--- config.mk ---
export PLATFORM = sky130hd
export DESIGN_NAME = swdsr_cell
export DESIGN_NICKNAME = d
export VERILOG_FILES = /design/src/rtl/swdsr_pkg.sv /design/src/rtl/swdsr_cell.sv
export SDC_FILE = /design/constraint.sdc
export NUM_CORES = 1
export LEC_CHECK = 0
export BUFFER_PORTS_ARGS = -buffer_cell sky130_fd_sc_hd__buf_2
export CAP_MARGIN = 0
export CORE_ASPECT_RATIO = 0.9
export CORE_MARGIN = 3
export CORE_UTILIZATION = 45
export DETAILED_ROUTE_END_ITERATION = 7
export PLACE_DENSITY_LB_ADDON = 0.3
export SETUP_SLACK_MARGIN = 0.3
export SLEW_MARGIN = 20
export SYNTH_ARGS = -nofsm -noshare
export SYNTH_HDL_FRONTEND = slang
export SYNTH_SLANG_ARGS = --single-unit
--- constraint.sdc ---
create_clock -name i_clk -period 4.9 [get_ports i_clk]
set_clock_uncertainty 0.1 [all_clocks]
set_input_delay 0.98 -clock i_clk [delete_from_list [all_inputs] [get_ports i_clk]]
set_output_delay 0.98 -clock i_clk [all_outputs]
set_load 0.02 [all_outputs]
--- src/rtl/swdsr_pkg.sv ---
`default_nettype none
package swdsr_pkg;

    localparam int STACK_DEPTH   = 1024;
    localparam int ADDR_W        = $clog2(STACK_DEPTH);
    localparam int CNT_W         = $clog2(STACK_DEPTH + 1);
    localparam int DATA_W        = 32;
    localparam int CMD_W         = 3;
    localparam int OFF_W         = 10;
    localparam int STATUS_W      = 2;
    localparam int ENTRY_COUNT_W = 11;
    localparam int CMP_W         = (CNT_W > OFF_W) ? CNT_W : OFF_W;

    // top-of-stack cache depth (cells)
    localparam int NUM_CELLS     = 3;
    localparam int CELL_IDX_W    = 2;

    typedef enum logic [CMD_W-1:0] {
        CMD_PUSH = 3'd0,
        CMD_POP  = 3'd1,
        CMD_DUP  = 3'd2,
        CMD_SWAP = 3'd3,
        CMD_ROT  = 3'd4,
        CMD_PEEK = 3'd5
    } t_cmd;

    typedef enum logic [STATUS_W-1:0] {
        ST_OK    = 2'd0,
        ST_UNDER = 2'd1,
        ST_OVER  = 2'd2
    } t_status;

    // hold, load from the neighbor above, load from the neighbor below
    typedef enum logic [1:0] {
        CELL_HOLD = 2'd0,
        CELL_UP   = 2'd1,
        CELL_DOWN = 2'd2
    } t_cell_op;

    typedef struct packed {
        logic [CMD_W-1:0]  cmd;
        logic [DATA_W-1:0] push_value;
        logic [OFF_W-1:0]  peek_offset;
    } t_in_item;

    typedef struct packed {
        logic [DATA_W-1:0]        read_value;
        logic [STATUS_W-1:0]      status;
        logic [ENTRY_COUNT_W-1:0] entry_count;
    } t_out_item;

endpackage
`default_nettype wire

--- src/rtl/swdsr_cell.sv ---
`default_nettype none
// One stack entry of the top-of-stack chain.
module swdsr_cell (
    input  wire logic                          i_clk,
    input  wire swdsr_pkg::t_cell_op           i_op,
    input  wire logic [swdsr_pkg::DATA_W-1:0]  i_up_data,
    input  wire logic [swdsr_pkg::DATA_W-1:0]  i_down_data,
    output logic [swdsr_pkg::DATA_W-1:0]       o_data
);

    logic [swdsr_pkg::DATA_W-1:0] r_data;
    logic [swdsr_pkg::DATA_W-1:0] n_data;

    always_comb begin
        case (i_op)
            swdsr_pkg::CELL_UP:   n_data = i_up_data;
            swdsr_pkg::CELL_DOWN: n_data = i_down_data;
            default:              n_data = r_data;
        endcase
    end

    always_ff @(posedge i_clk) begin
        r_data <= n_data;
    end

    assign o_data = r_data;

endmodule
`default_nettype wire
==> out/metrics.cfg <==
[sta]
rsz0062_at_grt=no
fmax_ghz=0.4036
hold_violations=0
slew_violations=0
fin_hold_ws_ns=0.8993
period_needed_ns=2.478
slew_headroom=0.3192
min_period_over_period=0.5056
worstMarginPinSlew_ns=1.021
setup_viol=0
setup_tns_ns=0

[layout]
syn2layout_area_growth_pct=36.34
final_util=0.6627
final_cell_mix=buf_2 (98), edfxtp_1 (32), mux2_4 (30)
drive_gt1_frac=0.7919
final_nets=240
layoutNonFillerInstCount=215
layout_commonest_cell=buf_2
largest_register_ffs=32
num_antenna_cells=0

[route]
routed_via_density=4.530
drt_iter0_drc=24
vias=974
wl_per_cell_um=13.19
finalWirelength_mm=2.835
post-route-drc-count=0
dr.pass1.iters=4
drt.antenna.violating_nets=0

[cts]
cts_root_buf=clkbuf_8
cts_sinks=32
numCtsBuffers=5
cts_setup_buffers=0
tritoncts=yes
cts.repair.resized=0
cts_max_level=2
cts.hold.buffers_added=0
clockBufferDepth=2
path_clk_slew_ns=0.06

[critical_path]
path_class=input pin to flop
critPathCaptureType=flop
cp.arrival_ns=2.40
required_ns=4.83
critPathMaxFanout=32
critPathLaunchType=input pin

[placed_design]
place_congestion=0.6931
portBuffers=98
dp_cells=207
hpwl_mm=2.182

[floorplanning]
die_w_um=67.37
rows=19
die_area_mm2=0.004125
start_util=0.4860
chipHeight_um=61.23
pin_count=99
coreArea_mm2=0.003138

[global_routing]
grt_pass1_wl_mm=3.960
grt_pass1_vias=932
grtUsageTotal=0.1371
antenna_found_initial=0
grt_start_max_net_pins=33
overflow=0

[power_and_ir_drop]
p_seq_frac=0.504
clkPwrFrac=0.258
combPwrFrac=0.237
vdd_drop_max_mv=0.1982
p_sw_frac=0.2619
internal_power_mw=0.5222
leakagePower_nw=0.9864
power.total_mw=0.7075
power.density_mw_per_mm2=340.2
switching_power_mw=0.1853

[synthesis]
yosysUniqueCellTypes=7
yosys_warnings=0
yosysSeqAreaShare=0.6300
syn_area_per_cell_um2=21.48
syn_inst=71
ys_ff_latch=32
syn-num-nets=139
synthesis.area_mm2=0.001525

[flow_run]
maxCapViolations=0

[worst_hold_path]
hp-class=input pin to flop

[outcome]
status=finished, final reports clean

-- power by group through the flow --
stage,sequential (mW),combinational (mW),clock [mW]
global route,0.361,0.180,0.202
CTS,0.358,0.170,0.192
floorplan,0.417,0.0531,0
finish,0.357,0.168,0.183
global placement,0.362,0.166,0
detailed placement,0.364,0.170,0
-- final timing paths --
kind / start / end / slack [ns] / depth (start not counted)
worst max-delay path: i_op[0] / o_data[30]$_DFFE_PP_ / 2.42 / 4
worst min-delay path: i_down_data[27] / o_data[27]$_DFFE_PP_ / 0.90 / 2
-- kinds of logic (layout without fill, tap and decap cells) --
kind of cell               after synthesis  in the layout  synth area share
adders and majority gates                1              1          0.008202
buffers and inverters                    6            108           0.05168
DFF                                     32             32            0.6300
muxes                                   32             32            0.3101
-- critical path, stage by stage --
cell	delay, ns
buf_2	0.10
inv_1	0.05
ha_2	0.86
mux2_2	0.42
-- cells in the mapped netlist, drive strengths merged --
library cell	instances	area share
mux2	32	0.31
ha	1	0.0082
buf	4	0.047
inv	2	0.0049
edfxtp	32	0.63
-- layout make-up --
cell class	instances	area, um2
Inverter	2	7.507
Fill cell	257	1059
Tap cell	42	52.55
Clock inverter	1	3.754
Sequential cell	32	960.9
Timing Repair Buffer	98	490.5
Multi-Input combinational cell	33	488.0
Clock buffer	7	76.32
-- layer usage --
| metal | share of wire | global-route usage | up-vias |
|---|---|---|---|
| li1 | - | - | 473 |
| met1 | 0.33 | 0.1388 | 429 |
| met2 | 0.50 | 0.2297 | 65 |
| met3 | 0.15 | 0.07117 | 7 |
| met4 | 0.019 | 0.07803 | 0 |
| met5 | 0 | 0 | - |
-- metrics by stage --
step	cell area, um2	setup slack (ns)
floorplan	1525	2.495
global placement	1999	2.152
detailed placement	1999	2.094
CTS	2079	2.392
global route	2079	2.343
finish	2079	2.422
Power figures use the tool's default switching activity.
